--- src/rtl/assert_macros.svh ---
// Assertion macros for the sampler RTL.
// Included by the top level; empty bodies when SYNTHESIS is defined.
`ifndef ASSERT_MACROS_SVH
`define ASSERT_MACROS_SVH
`ifndef SYNTHESIS
`define CHK_IMPL(label, clk, rst, a, c) \
  label: assert property (@(posedge clk) disable iff (rst) (a) |-> (c)) \
  else $error("check failed");
`define CHK_NEXT(label, clk, rst, a, c) \
  label: assert property (@(posedge clk) disable iff (rst) (a) |=> (c)) \
  else $error("check failed");
`else
`define CHK_IMPL(label, clk, rst, a, c)
`define CHK_NEXT(label, clk, rst, a, c)
`endif
`endif

--- src/rtl/chs_sqrt.sv ---
// Pipelined integer square root of a 62-bit value, two radicand bits a stage.
// No package use beyond widths.
`default_nettype none
module chs_sqrt #(
  parameter int TW = 8
) (
  input  wire logic          clk,
  input  wire logic [61:0]   rad,
  input  wire logic [TW-1:0] tag_in,
  output logic      [30:0]   root,
  output logic      [TW-1:0] tag_out
);
  logic [61:0] v  [0:31];
  logic [62:0] rs [0:31];
  logic [TW-1:0] tg [0:31];

  always_ff @(posedge clk) begin
    v[0] <= rad;
    rs[0] <= '0;
    tg[0] <= tag_in;
  end

  // classic digit-by-digit: bit = 4^(30-k)
  for (genvar k = 0; k < 31; k++) begin : g_st
    localparam logic [62:0] BIT = 63'(1) << (2 * (30 - k));
    logic [62:0] trial;
    assign trial = rs[k] + BIT;
    always_ff @(posedge clk) begin
      if ({1'b0, v[k]} >= trial) begin
        v[k+1] <= 62'({1'b0, v[k]} - trial);
        rs[k+1] <= (rs[k] >> 1) + BIT;
      end else begin
        v[k+1] <= v[k];
        rs[k+1] <= rs[k] >> 1;
      end
      tg[k+1] <= tg[k];
    end
  end

  assign root = rs[31][30:0];
  assign tag_out = tg[31];
endmodule
`default_nettype wire

--- config.mk ---
export PLATFORM = sky130hd
export DESIGN_NAME = chs_sqrt
export DESIGN_NICKNAME = d
export VERILOG_FILES = /design/src/rtl/assert_macros.svh /design/src/rtl/chs_sqrt.sv
export SDC_FILE = /design/constraint.sdc
export NUM_CORES = 2
export LEC_CHECK = 0
export BUFFER_PORTS_ARGS = -buffer_cell sky130_fd_sc_hd__buf_2
export CAP_MARGIN = 30
export CORE_AREA = 2 2 381 572
export CTS_CLUSTER_SIZE = 24
export DETAILED_ROUTE_END_ITERATION = 16
export DIE_AREA = 0 0 383 574
export PLACE_DENSITY = 0.7
export SLEW_MARGIN = 20
export SYNTH_ARGS = -nofsm -noshare
export SYNTH_HDL_FRONTEND = slang
export SYNTH_MEMORY_MAX_BITS = 65536
export SYNTH_SLANG_ARGS = --single-unit
--- constraint.sdc ---
create_clock -name clk -period 4.9 [get_ports clk]
set_input_delay 0 -clock clk [delete_from_list [all_inputs] [get_ports clk]]
set_output_delay 0 -clock clk [all_outputs]
set_load 0.02 [all_outputs]
==> flow_summary.json <==
{
  "die_y_um": 574,
  "final-hold-violation-count": 0,
  "viasPerCell": 5.339,
  "dpl_cell_area_um2": 100600,
  "synth-seq-cells": 2674,
  "wl_um": 285400,
  "cp.arrival_ns": 5.44,
  "powerDensity_nw_per_um2": 602.5,
  "seqPwrFrac": 0.461,
  "status": "finished, final reports clean",
  "synth_compound_area_frac": 0.1123,
  "port_buffers": 109,
  "critical_path.endpoint_type": "flip-flop",
  "synthCells": 9356,
  "yosys_warnings": 0,
  "ys_seq_area_frac": 0.5551,
  "r2r_end": "v[4][173]",
  "synth_common_cells": "dfxtp_1 (2674), inv_1 (670), a21oi_1 (647), nor2_1 (616), ha_1 (525)",
  "design_area_um2": 110300,
  "synth.area.top_cells": "dfxtp_1 (56%), ha_1 (6.8%), xnor2_1 (3.8%)",
  "crit_start": "rs[17][42]",
  "synth_area_per_cell_um2": 10.31,
  "dp_hpwl_um": 224300,
  "grt_pass1_wl_um": 420600,
  "synthFlopType": "dfxtp_1",
  "setup_viol": 0,
  "grt_max_degree": 61,
  "final_max_slew_viol_count": 0,
  "path_clk_slew_ns": 0.07,
  "p_total_mw": 66.44,
  "yosysMostFrequentCell": "dfxtp_1",
  "critical_path.slowest_cell": "dfxtp_1",
  "io_pins": 110,
  "initial_core_util": 0.4481,
  "vdd_ir_drop_max_mv": 0.5441,
  "maxCapViolations": 0,
  "p_leak_nw": 49.89,
  "core_um2": 215200,
  "synth_top_family_by_area": "simple AND/OR/NAND/NOR gates",
  "antenna_found_initial": 22,
  "synth_simple_gate_area_frac": 0.1440,
  "synth_cell_types": 103,
  "intPower_mw": 43.94,
  "dr.first_iter.drc_count": 3044,
  "grt_pass1_vias": 72380,
  "worstMarginPinSlew_ns": 1.061,
  "drive_gt1_frac": 0.08562,
  "worstPathRequired_ns": 5.69,
  "path_delay_family": "flip-flops",
  "r2r_setup_slack_ns": 0.25,
  "cts_buffers": 236,
  "crit_buf_inv": 3,
  "path_cells": "inv_1 > ha_1 > and4_1 > nand3_1 > or3_1 > o31a_1 > o211a_1 > o21a_1 > a211oi_1 > buf_4 > nand3b_1 > xnor2_1 > buf_4",
  "crit_type": "flip-flop to flip-flop",
  "synthXorXnorAreaFrac": 0.07310,
  "drtPass1Iterations": 7,
  "synth_mux_area_frac": 0.01199,
  "rows": 209,
  "synth_area_um2": 96430,
  "async_flop_share": 0,
  "nFillCells": 18930,
  "min-delay-path-class": "input pin to flip-flop",
  "overflow": 0,
  "yosysTopAreaCellShare": 0.5551,
  "postRouteAntennaNets": 0,
  "hold_start": "rad[54]",
  "ff2ff_path_depth": 13,
  "die_width_um": 383,
  "track_usage": 0.2549,
  "hold_path_depth": 3,
  "multiInputGateArea_um2": 39650,
  "area_delta_synth_final_pct": 14.35,
  "setup-tns-final_ns": 0,
  "timing.rr.start": "rs[17][42]",
  "final.min_clock_period_ns": 4.649,
  "use_met3": 0.04127,
  "pwr-share-clk": 0.285,
  "gp_congestion": 0.9757,
  "drt-wirelength-per-cell_um": 22.24,
  "fin_nets": 10350,
  "switching_share": 0.3386,
  "area.sequential_um2": 53530,
  "cts.sinks": 2674,
  "synth_edf_count": 0,
  "min_to": "v[0][54]",
  "die-area_um2": 219800,
  "relSlewSlack": 0.2873,
  "grt_use_met2": 0.5215,
  "hold_ws_ns": 0.2182,
  "combPwrFrac": 0.254,
  "min_period_over_period": 0.9487,
  "drc": 0,
  "clock_latency_ns": 0.94,
  "max_freq_mhz": 215.1,
  "synth_fa_ha_area_frac": 0.06812,
  "cts_setup_buffers": 0,
  "slowest_delay_ns": 0.99,
  "rsz0062_at_grt": "no",
  "p_switching_mw": 22.50,
  "num_vias": 68510,
  "grt_most_used_layer": "met2",
  "clockBufferDepth": 3,
  "yosys.area.top_type": "dfxtp_1",
  "fin_skew_ns": 0.07534,
  "h-tree-depth": 4,
  "cp_max_fo": 7,
  "start_kind": "flip-flop",
  "grt_util_met1": 0.1793,
  "cts_tree": "yes",
  "clockRootBuffer": "clkbuf_16",
  "syn_nets": 9952,
  "crit_top_cell": "buf_4"
}
## final cells by class
class                           instances  share of cell area
Sequential cell                      2674              0.4855
Multi-Input combinational cell       5805              0.3596
Clock buffer                          315             0.06024
Tap cell                             2848             0.03232
Timing Repair Buffer                  363             0.02544
Inverter                              677             0.02305
Clock inverter                        129             0.01340
Antenna cell                           22           0.0004993
## worst reg2reg max path: stages, from the launching register on
cell	delay, ns
dfxtp_1	0.99
inv_1	0.13
ha_1	0.47
and4_1	0.31
nand3_1	0.20
or3_1	0.40
o31a_1	0.27
o211a_1	0.11
o21a_1	0.21
a211oi_1	0.22
buf_4	0.17
nand3b_1	0.10
xnor2_1	0.67
buf_4	0.32
## state kept, by name, summed over array words and instances (netlist names)
name	flops
rs	496
tg	256
v	1922
## kinds of logic (layout without fill, tap and decap cells)
kind of cell    count (synthesis)  in the layout
flops                        2674           2674
simple gates                 2624           2624
compound gates               1750           1750
buf+inv                       877           1484
xor+xnor                      804            804
fa+ha+maj                     525            525
mux                           102            102
other cells                     0             22
## power groups by stage
stage	Clock [mW]	Combinational (mW)	Sequential [mW]
after floorplan	0	12.2	28.9
after global placement	0	16.2	30.9
after detailed placement	0	16.4	31.0
after CTS	19.2	16.7	30.5
after global routing	20.1	18.6	31.0
final	18.9	16.9	30.6
## cell usage in the layout (no fill, tap or decap), types with 27 or more instances in the layout
master,count
or2_2,39
a211oi_1,37
or4_1,76
nand3_1,157
a21boi_0,27
or3_1,105
clkbuf_1,35
nand4b_1,29
nor2_1,616
o21bai_1,60
inv_1,670
and3_1,50
nand2_1,465
xor2_1,384
o21ai_0,362
buf_4,101
clkinv_2,66
nor4_1,299
a21o_1,202
clkbuf_16,236
ha_1,525
clkbuf_8,44
nor3_1,260
a31oi_1,50
dfxtp_1,2674
o211ai_1,38
nor2b_1,67
a21oi_1,647
mux2_2,83
and4_1,27
o31ai_1,38
dlygate4sd3_1,140
nor4b_1,56
xnor2_1,418
nand4_1,153
buf_2,114
o21a_1,92
nand2b_1,87
## routing by layer
layer	routed length, um	part of all wire	up-vias
met1	79960	0.28	32230
met3	8999	0.032	1120
li1	-	-	33440
met2	161600	0.57	1708
met4	34840	0.12	14
met5	80	0.00028	-
## worst max path at each step
stage | endpoint | slack, ns | cells past startpoint
after floorplan | v[2][167] | 1.71 | 11
after CTS | v[4][170] | 0.54 | 13
final | v[4][173] | 0.25 | 13
after global routing | v[4][170] | 0.03 | 14
after global placement | v[5][175] | -0.11 | 11
after detailed placement | v[4][170] | 0.58 | 13
## timing repair
item / CTS / global route
hold buffers: 140 / 0
endpoints found under the hold margin: 70 / 0
resized for setup: 0 / 0
## metrics by stage
| step | utilization | instances | setup slack, ns |
|---|---|---|---|
| after global routing | 0.5123 | 12830 | 0.02660 |
| after detailed placement | 0.4675 | 12220 | 0.5769 |
| final | 0.5124 | 12830 | 0.2515 |
| after floorplan | - | 9356 | 1.714 |
| after global placement | 0.4671 | 12210 | -0.1111 |
| after CTS | 0.5117 | 12800 | 0.5371 |
No activity file was read; power rests on OpenSTA's default activity.
