**config.mk**
```make
export PLATFORM = sky130hd
export DESIGN_NAME = chs_div
export DESIGN_NICKNAME = d
export VERILOG_FILES = /design/src/rtl/assert_macros.svh /design/src/rtl/chs_pkg.sv /design/src/rtl/chs_div.sv
export SDC_FILE = /design/constraint.sdc
export NUM_CORES = 2
export LEC_CHECK = 0
export BUFFER_PORTS_ARGS = -buffer_cell sky130_fd_sc_hd__buf_2
export CORE_UTILIZATION = 40
export DETAILED_ROUTE_END_ITERATION = 8
export HOLD_SLACK_MARGIN = 0.05
export SYNTH_ARGS = -nofsm -noshare
export SYNTH_HDL_FRONTEND = slang
export SYNTH_SLANG_ARGS = --single-unit
```
**constraint.sdc**
```tcl
create_clock -name clk -period 2.9 [get_ports clk]
set_input_delay 0.29 -clock clk [delete_from_list [all_inputs] [get_ports clk]]
set_output_delay 0.29 -clock clk [all_outputs]
set_load 0.05 [all_outputs]
```
**src/rtl/assert_macros.svh**
```systemverilog
// Assertion macros for the sampler RTL.
// Included by the top level; empty bodies when SYNTHESIS is defined.
`ifndef ASSERT_MACROS_SVH
`define ASSERT_MACROS_SVH
`ifndef SYNTHESIS
`define CHK_IMPL(label, clk, rst, a, c) \
  label: assert property (@(posedge clk) disable iff (rst) (a) |-> (c)) \
  else $error("check failed");
`define CHK_NEXT(label, clk, rst, a, c) \
  label: assert property (@(posedge clk) disable iff (rst) (a) |=> (c)) \
  else $error("check failed");
`else
`define CHK_IMPL(label, clk, rst, a, c)
`define CHK_NEXT(label, clk, rst, a, c)
`endif
`endif

```
**src/rtl/chs_pkg.sv**
```systemverilog
// Package for the cosine hemisphere sampler: fixed-point constants, Q30 multiply.
// No dependencies.
`default_nettype none
package chs_pkg;
  localparam int FRAC = 30;
  localparam logic [31:0] ONE_Q = 32'h4000_0000;
  localparam logic [31:0] PI4_Q = 32'd843314857;
  localparam logic [31:0] INVPI_Q = 32'd341782638;

  // (p*q + 2^29) >> 30, operands below 2^32
  function automatic logic [31:0] mulq(input logic [31:0] p, input logic [31:0] q);
    logic [63:0] prod;
    prod = 64'(p) * 64'(q) + 64'h2000_0000;
    return prod[61:30];
  endfunction

  // floor(x / d) for the Horner divisors, x < 2^31: shift out the power of two,
  // then multiply by the rounded-up reciprocal of the odd part
  function automatic logic [31:0] div_horner(input logic [31:0] x, input logic [31:0] d);
    logic [1:0]  a;
    logic [5:0]  s;
    logic [31:0] m;
    logic [63:0] prod;
    case (d)
      32'd72: begin a = 2'd3; s = 6'd34; m = 32'd1908874354; end
      32'd42: begin a = 2'd1; s = 6'd35; m = 32'd1636178018; end
      32'd20: begin a = 2'd2; s = 6'd33; m = 32'd1717986919; end
      32'd6:  begin a = 2'd1; s = 6'd32; m = 32'd1431655766; end
      32'd56: begin a = 2'd3; s = 6'd33; m = 32'd1227133514; end
      32'd30: begin a = 2'd1; s = 6'd34; m = 32'd1145324613; end
      32'd12: begin a = 2'd2; s = 6'd32; m = 32'd1431655766; end
      // divide by two
      default: begin a = 2'd1; s = 6'd30; m = 32'h4000_0000; end
    endcase
    prod = 64'(x >> a) * 64'(m);
    return 32'(prod >> s);
  endfunction
endpackage
`default_nettype wire

```
**src/rtl/chs_div.sv**
```systemverilog
// Pipelined restoring divider: q = floor(n * 2^30 / d), n <= d, one quotient bit a stage.
// Uses chs_pkg.
`default_nettype none
module chs_div
  import chs_pkg::*;
#(
  parameter int TW = 8
) (
  input  wire logic          clk,
  input  wire logic [31:0]   num,
  input  wire logic [31:0]   den,
  input  wire logic [TW-1:0] tag_in,
  output logic      [31:0]   quo,
  output logic      [TW-1:0] tag_out
);
  // stage k produces quotient bit 30-k
  logic [32:0] rem [0:31];
  logic [31:0] dd  [0:31];
  logic [31:0] qq  [0:31];
  logic [TW-1:0] tg [0:31];

  always_ff @(posedge clk) begin
    rem[0] <= {1'b0, num};
    dd[0] <= den;
    qq[0] <= '0;
    tg[0] <= tag_in;
  end

  for (genvar k = 0; k < 31; k++) begin : g_st
    logic [33:0] sh;
    logic        ge;
    assign sh = {rem[k], 1'b0};
    assign ge = (k == 0) ? ({1'b0, rem[k]} >= {2'b0, dd[k]}) : (sh >= {2'b0, dd[k]});
    always_ff @(posedge clk) begin
      if (k == 0) begin
        rem[k+1] <= ge ? rem[k] - {1'b0, dd[k]} : rem[k];
      end else begin
        rem[k+1] <= ge ? 33'(sh - {2'b0, dd[k]}) : sh[32:0];
      end
      qq[k+1] <= {qq[k][30:0], ge};
      dd[k+1] <= dd[k];
      tg[k+1] <= tg[k];
    end
  end

  assign quo = qq[31];
  assign tag_out = tg[31];
endmodule
`default_nettype wire

```
==> impl_metrics.toml <==
[status]
outcome = "complete, but fails checks"
failed_checks = "setup timing"

[sta]
worst_slack_ns = -0.1801
worst_clock_skew_ns = 0.08954
rsz0062_at_grt = "yes"
worst_slew_margin_rel_pct = 48.26
period_minus_slack_ns = 3.080
period_share_pct = 106.2
report.final.setup_viol = 180
tightestPinTransition_ns = 0.7566
fmax_ghz = 0.3247
timing_max_transition_violations_final = 0
final_hold_viol_count = 0

[clock_tree]
h-tree-depth = 5
insertion_delay_to_the_later_sink_of_the_worst_skew_pair_ns = 0.93
cts_sink_cnt = 2766
cts.root.buffer_cell = "sky130_fd_sc_hd__clkbuf_16"
clkSlewWorstSetupHoldPaths_ns = 0.06
clock_tree_from_tritoncts = "yes"
ctsLongestPathBuffers = 4
number_of_buffers_created_by_cts = 299

[worst_setup_path]
cpPeakStageDelay_ns = 0.45
cp_data_required_time_ns = 3.64
endpoint_kind = "flop"
kind_of_launch_point_of_the_worst_setup_path = "flop"
crit_chain = "fa_2, nor2b_1, o21ai_1, a21o_1, a211oi_4, o2111ai_2, o211a_1, or4_4, nand3_4, buf_12, mux2_4"
cp_num_buf_inv = 1
setup.worst_path.class = "flop to flop"
crit_path_top_delay_cell = "sky130_fd_sc_hd__or4_4"
crit_family = "compound AO/OA/AOI/OAI gates"
timing.critical_path.arrival_ns = 3.82
critical_path_peak_fanout = 8

[power]
p_per_area_mw_per_mm2 = 1326
static_leakage_nw = 74.47
design_power_total_mw = 215.0
ir_drop_mv = 0.6152

[logic_synthesis]
postSynthAreaPerCell_um2 = 9.305
synth-edff-count = 0
share_of_flip_flops_with_an_asynchronous_set_or_reset_pct = 0
synth_seq_cells = 2766
cell_types_with_the_largest_area_share_after_synthesis = "sky130_fd_sc_hd__dfxtp_1 (46%), sky130_fd_sc_hd__ha_1 (10%), sky130_fd_sc_hd__a21oi_1 (4.5%), sky130_fd_sc_hd__o21ai_0 (3.9%), sky130_fd_sc_hd__inv_1 (3.9%)"
synth_largest_type_area_fraction_pct = 46.10
synth_top_area_cell = "sky130_fd_sc_hd__dfxtp_1"
seq_total_area_yosys_pct = 46.10
post_synth_instance_area_mm2 = 0.1201
syn_inst = 12909
syn_nets = 14003
yosys_warnings = 0
netlist-cell-type-count = 127
ys_dominant_reg_cell = "sky130_fd_sc_hd__dfxtp_1"
ys_top_cells_by_count = "sky130_fd_sc_hd__dfxtp_1 (2766), sky130_fd_sc_hd__inv_1 (1246), sky130_fd_sc_hd__a21oi_1 (1091), sky130_fd_sc_hd__nand2_1 (1041), sky130_fd_sc_hd__ha_1 (991)"
post-synth-top-count-cell = "sky130_fd_sc_hd__dfxtp_1"

[route]
vias = 97233
detail_route.vias_per_cell = 5.041
drcViolationCount = 0
wl_per_cell_um = 16.76
first_pass_iteration_count_of_the_detailed_router = 6
initialDrtViolationCount = 5330
totalWireLength_um = 323300
drt.antenna.violating_nets = 0

[global_route]
pin_count_of_the_biggest_net_entering_global_routing = 52
global_route.overflow_total = 0
grt_antenna_before_repair = 3
grt_first_pass_wirelength_um = 489400
first_global_vias = 94543
grt_use_total_pct = 19.88

[hold_path]
min-delay-path-class = "input pin to flop"

[placement]
gp_congestion = 0.9020
portBuffers = 111
numPlacedInstances = 18256
place_worst_setup_slack_ns = -0.4184
dp.final_hpwl_um = 232000

[run]
drv_cap = 0

[floorplanning]
num_rows = 200
die_h_um = 550.0
floorplan.die.width_um = 550.0
dieArea_mm2 = 0.3025
total_i_o_pin_count = 113
initial_core_util_pct = 40.34
fp.coreArea_mm2 = 0.2978

[finish]
layout_cells_sized_above_1_pct = 28.76
synthToLayoutAreaGrowth_pct = 35.06
nNetsFinal = 16210
layoutNonFillerInstCount = 19288
-- flip-flops by register name (all words and copies together), names as in the netlist --
name and flops:
rem 1022, tg 256, dd 992, qq 496
-- through the flow --
stage                      TNS (ns)  hold WS (ns)  area (um^2)  util [%]
after floorplan           -0.001674        0.3096       120200         -
after global placement       -89.42        0.3096       137100     46.05
after detailed placement     -97.95        0.3121       137100     46.05
after CTS                    -10.35        0.1242       154600     51.91
after global routing         -48.35        0.1503       162200     54.48
final                        -9.935        0.1452       162200     54.48
-- cell families (layout without fill, tap and decap cells) --
family / count (synthesis) / after routing / share of synthesized area, %
AOI/OAI and AO/OA: 3607 / 3607 / 18.89
DFF: 2766 / 2766 / 46.10
buffers and inverters: 1635 / 4071 / 5.445
xor gates and xnor gates: 824 / 824 / 6.008
other: 1 / 4 / 0.003122
and+or+nand+nor: 2893 / 2894 / 11.21
adders and majority gates: 1021 / 1021 / 10.82
muxes: 162 / 162 / 1.521
-- layout by cell type, fill, tap and decap left out, types with 59 or more instances in the layout --
cell	instances
sky130_fd_sc_hd__clkbuf_16	350
sky130_fd_sc_hd__mux2_4	71
sky130_fd_sc_hd__mux2_2	78
sky130_fd_sc_hd__a21o_1	567
sky130_fd_sc_hd__nand4_1	149
sky130_fd_sc_hd__buf_4	1734
sky130_fd_sc_hd__inv_1	1186
sky130_fd_sc_hd__buf_12	67
sky130_fd_sc_hd__dfxtp_2	209
sky130_fd_sc_hd__nor2_1	592
sky130_fd_sc_hd__buf_8	60
sky130_fd_sc_hd__o21a_1	122
sky130_fd_sc_hd__nand2_2	80
sky130_fd_sc_hd__ha_4	145
sky130_fd_sc_hd__a21oi_2	194
sky130_fd_sc_hd__a21oi_1	874
sky130_fd_sc_hd__nand2_1	909
sky130_fd_sc_hd__buf_2	111
sky130_fd_sc_hd__o21ai_1	140
sky130_fd_sc_hd__nor2_4	90
sky130_fd_sc_hd__inv_2	59
sky130_fd_sc_hd__nor2b_1	102
sky130_fd_sc_hd__nand3_1	188
sky130_fd_sc_hd__nor2_2	66
sky130_fd_sc_hd__xor2_1	389
sky130_fd_sc_hd__dfxtp_1	2539
sky130_fd_sc_hd__nor3_1	119
sky130_fd_sc_hd__ha_1	826
sky130_fd_sc_hd__nand2b_1	123
sky130_fd_sc_hd__o21bai_1	107
sky130_fd_sc_hd__o21ai_2	146
sky130_fd_sc_hd__and3_1	91
sky130_fd_sc_hd__a31oi_1	88
sky130_fd_sc_hd__buf_6	110
sky130_fd_sc_hd__o21ai_0	675
sky130_fd_sc_hd__xnor2_1	426
sky130_fd_sc_hd__dlygate4sd3_1	143
-- worst reg2reg max path, cell delays in order (launching register included) --
cell and delay [ns]:
sky130_fd_sc_hd__dfxtp_4 0.35, sky130_fd_sc_hd__fa_2 0.39, sky130_fd_sc_hd__nor2b_1 0.12, sky130_fd_sc_hd__o21ai_1 0.09, sky130_fd_sc_hd__a21o_1 0.20, sky130_fd_sc_hd__a211oi_4 0.31
sky130_fd_sc_hd__o2111ai_2 0.17, sky130_fd_sc_hd__o211a_1 0.27, sky130_fd_sc_hd__or4_4 0.45, sky130_fd_sc_hd__nand3_4 0.14, sky130_fd_sc_hd__buf_12 0.15, sky130_fd_sc_hd__mux2_4 0.31
-- repair_timing --
| action | 4_1_cts | 5_1_grt |
|---|---|---|
| endpoints found under the hold margin | 72 | 0 |
| gates resized for setup | 942 | 1523 |
| hold buffers | 143 | 0 |
| pin swaps | 328 | 568 |
| endpoints found under the setup margin | 885 | 974 |
| gates cloned | 39 | 49 |
| buffers inserted | 148 | 180 |
-- metal layers --
layer | GRT usage, % | part of all wire, % | vias up
li1 | - | - | 48904
met1 | 23.90 | 43 | 45719
met2 | 36.52 | 50 | 1935
met3 | 2.152 | 3.7 | 675
met4 | 6.826 | 3.3 | 0
met5 | 0 | 0 | -
-- worst paths after layout --
path	from	end	slack (ns)	depth (start not counted)
worst max-delay path	dd[22][1]	rem[23][16]	-0.18	11
worst min-delay path	tag_in[3]	tg[0][3]	0.15	2
worst max register to register	dd[22][1]	rem[23][16]	-0.18	11
worst min register to register	qq[4][34]	qq[4][67]	0.30	0
-- power breakdown --
| part | internal, mW | total (mW) | switching, mW |
|---|---|---|---|
| sequential | 50.3 | 58.5 | 8.17 |
| clock | 22.9 | 38.6 | 15.6 |
| combinational | 58.9 | 118 | 59.2 |
| total | 132 | 215 | 83.0 |
-- cell type report --
| cell class | instances | area, um^2 |
|---|---|---|
| fillers | 26072 | 135600 |
| multi-input cells | 8509 | 66610 |
| flip-flops and latches | 2766 | 55700 |
| repair buffers | 2290 | 20150 |
| clock buffers | 399 | 8499 |
| well taps | 3939 | 4928 |
| inverters | 1250 | 4712 |
| clock inverters | 132 | 1614 |
| diodes | 3 | 7.507 |
Note: power is estimated with default switching activity, not from simulation.
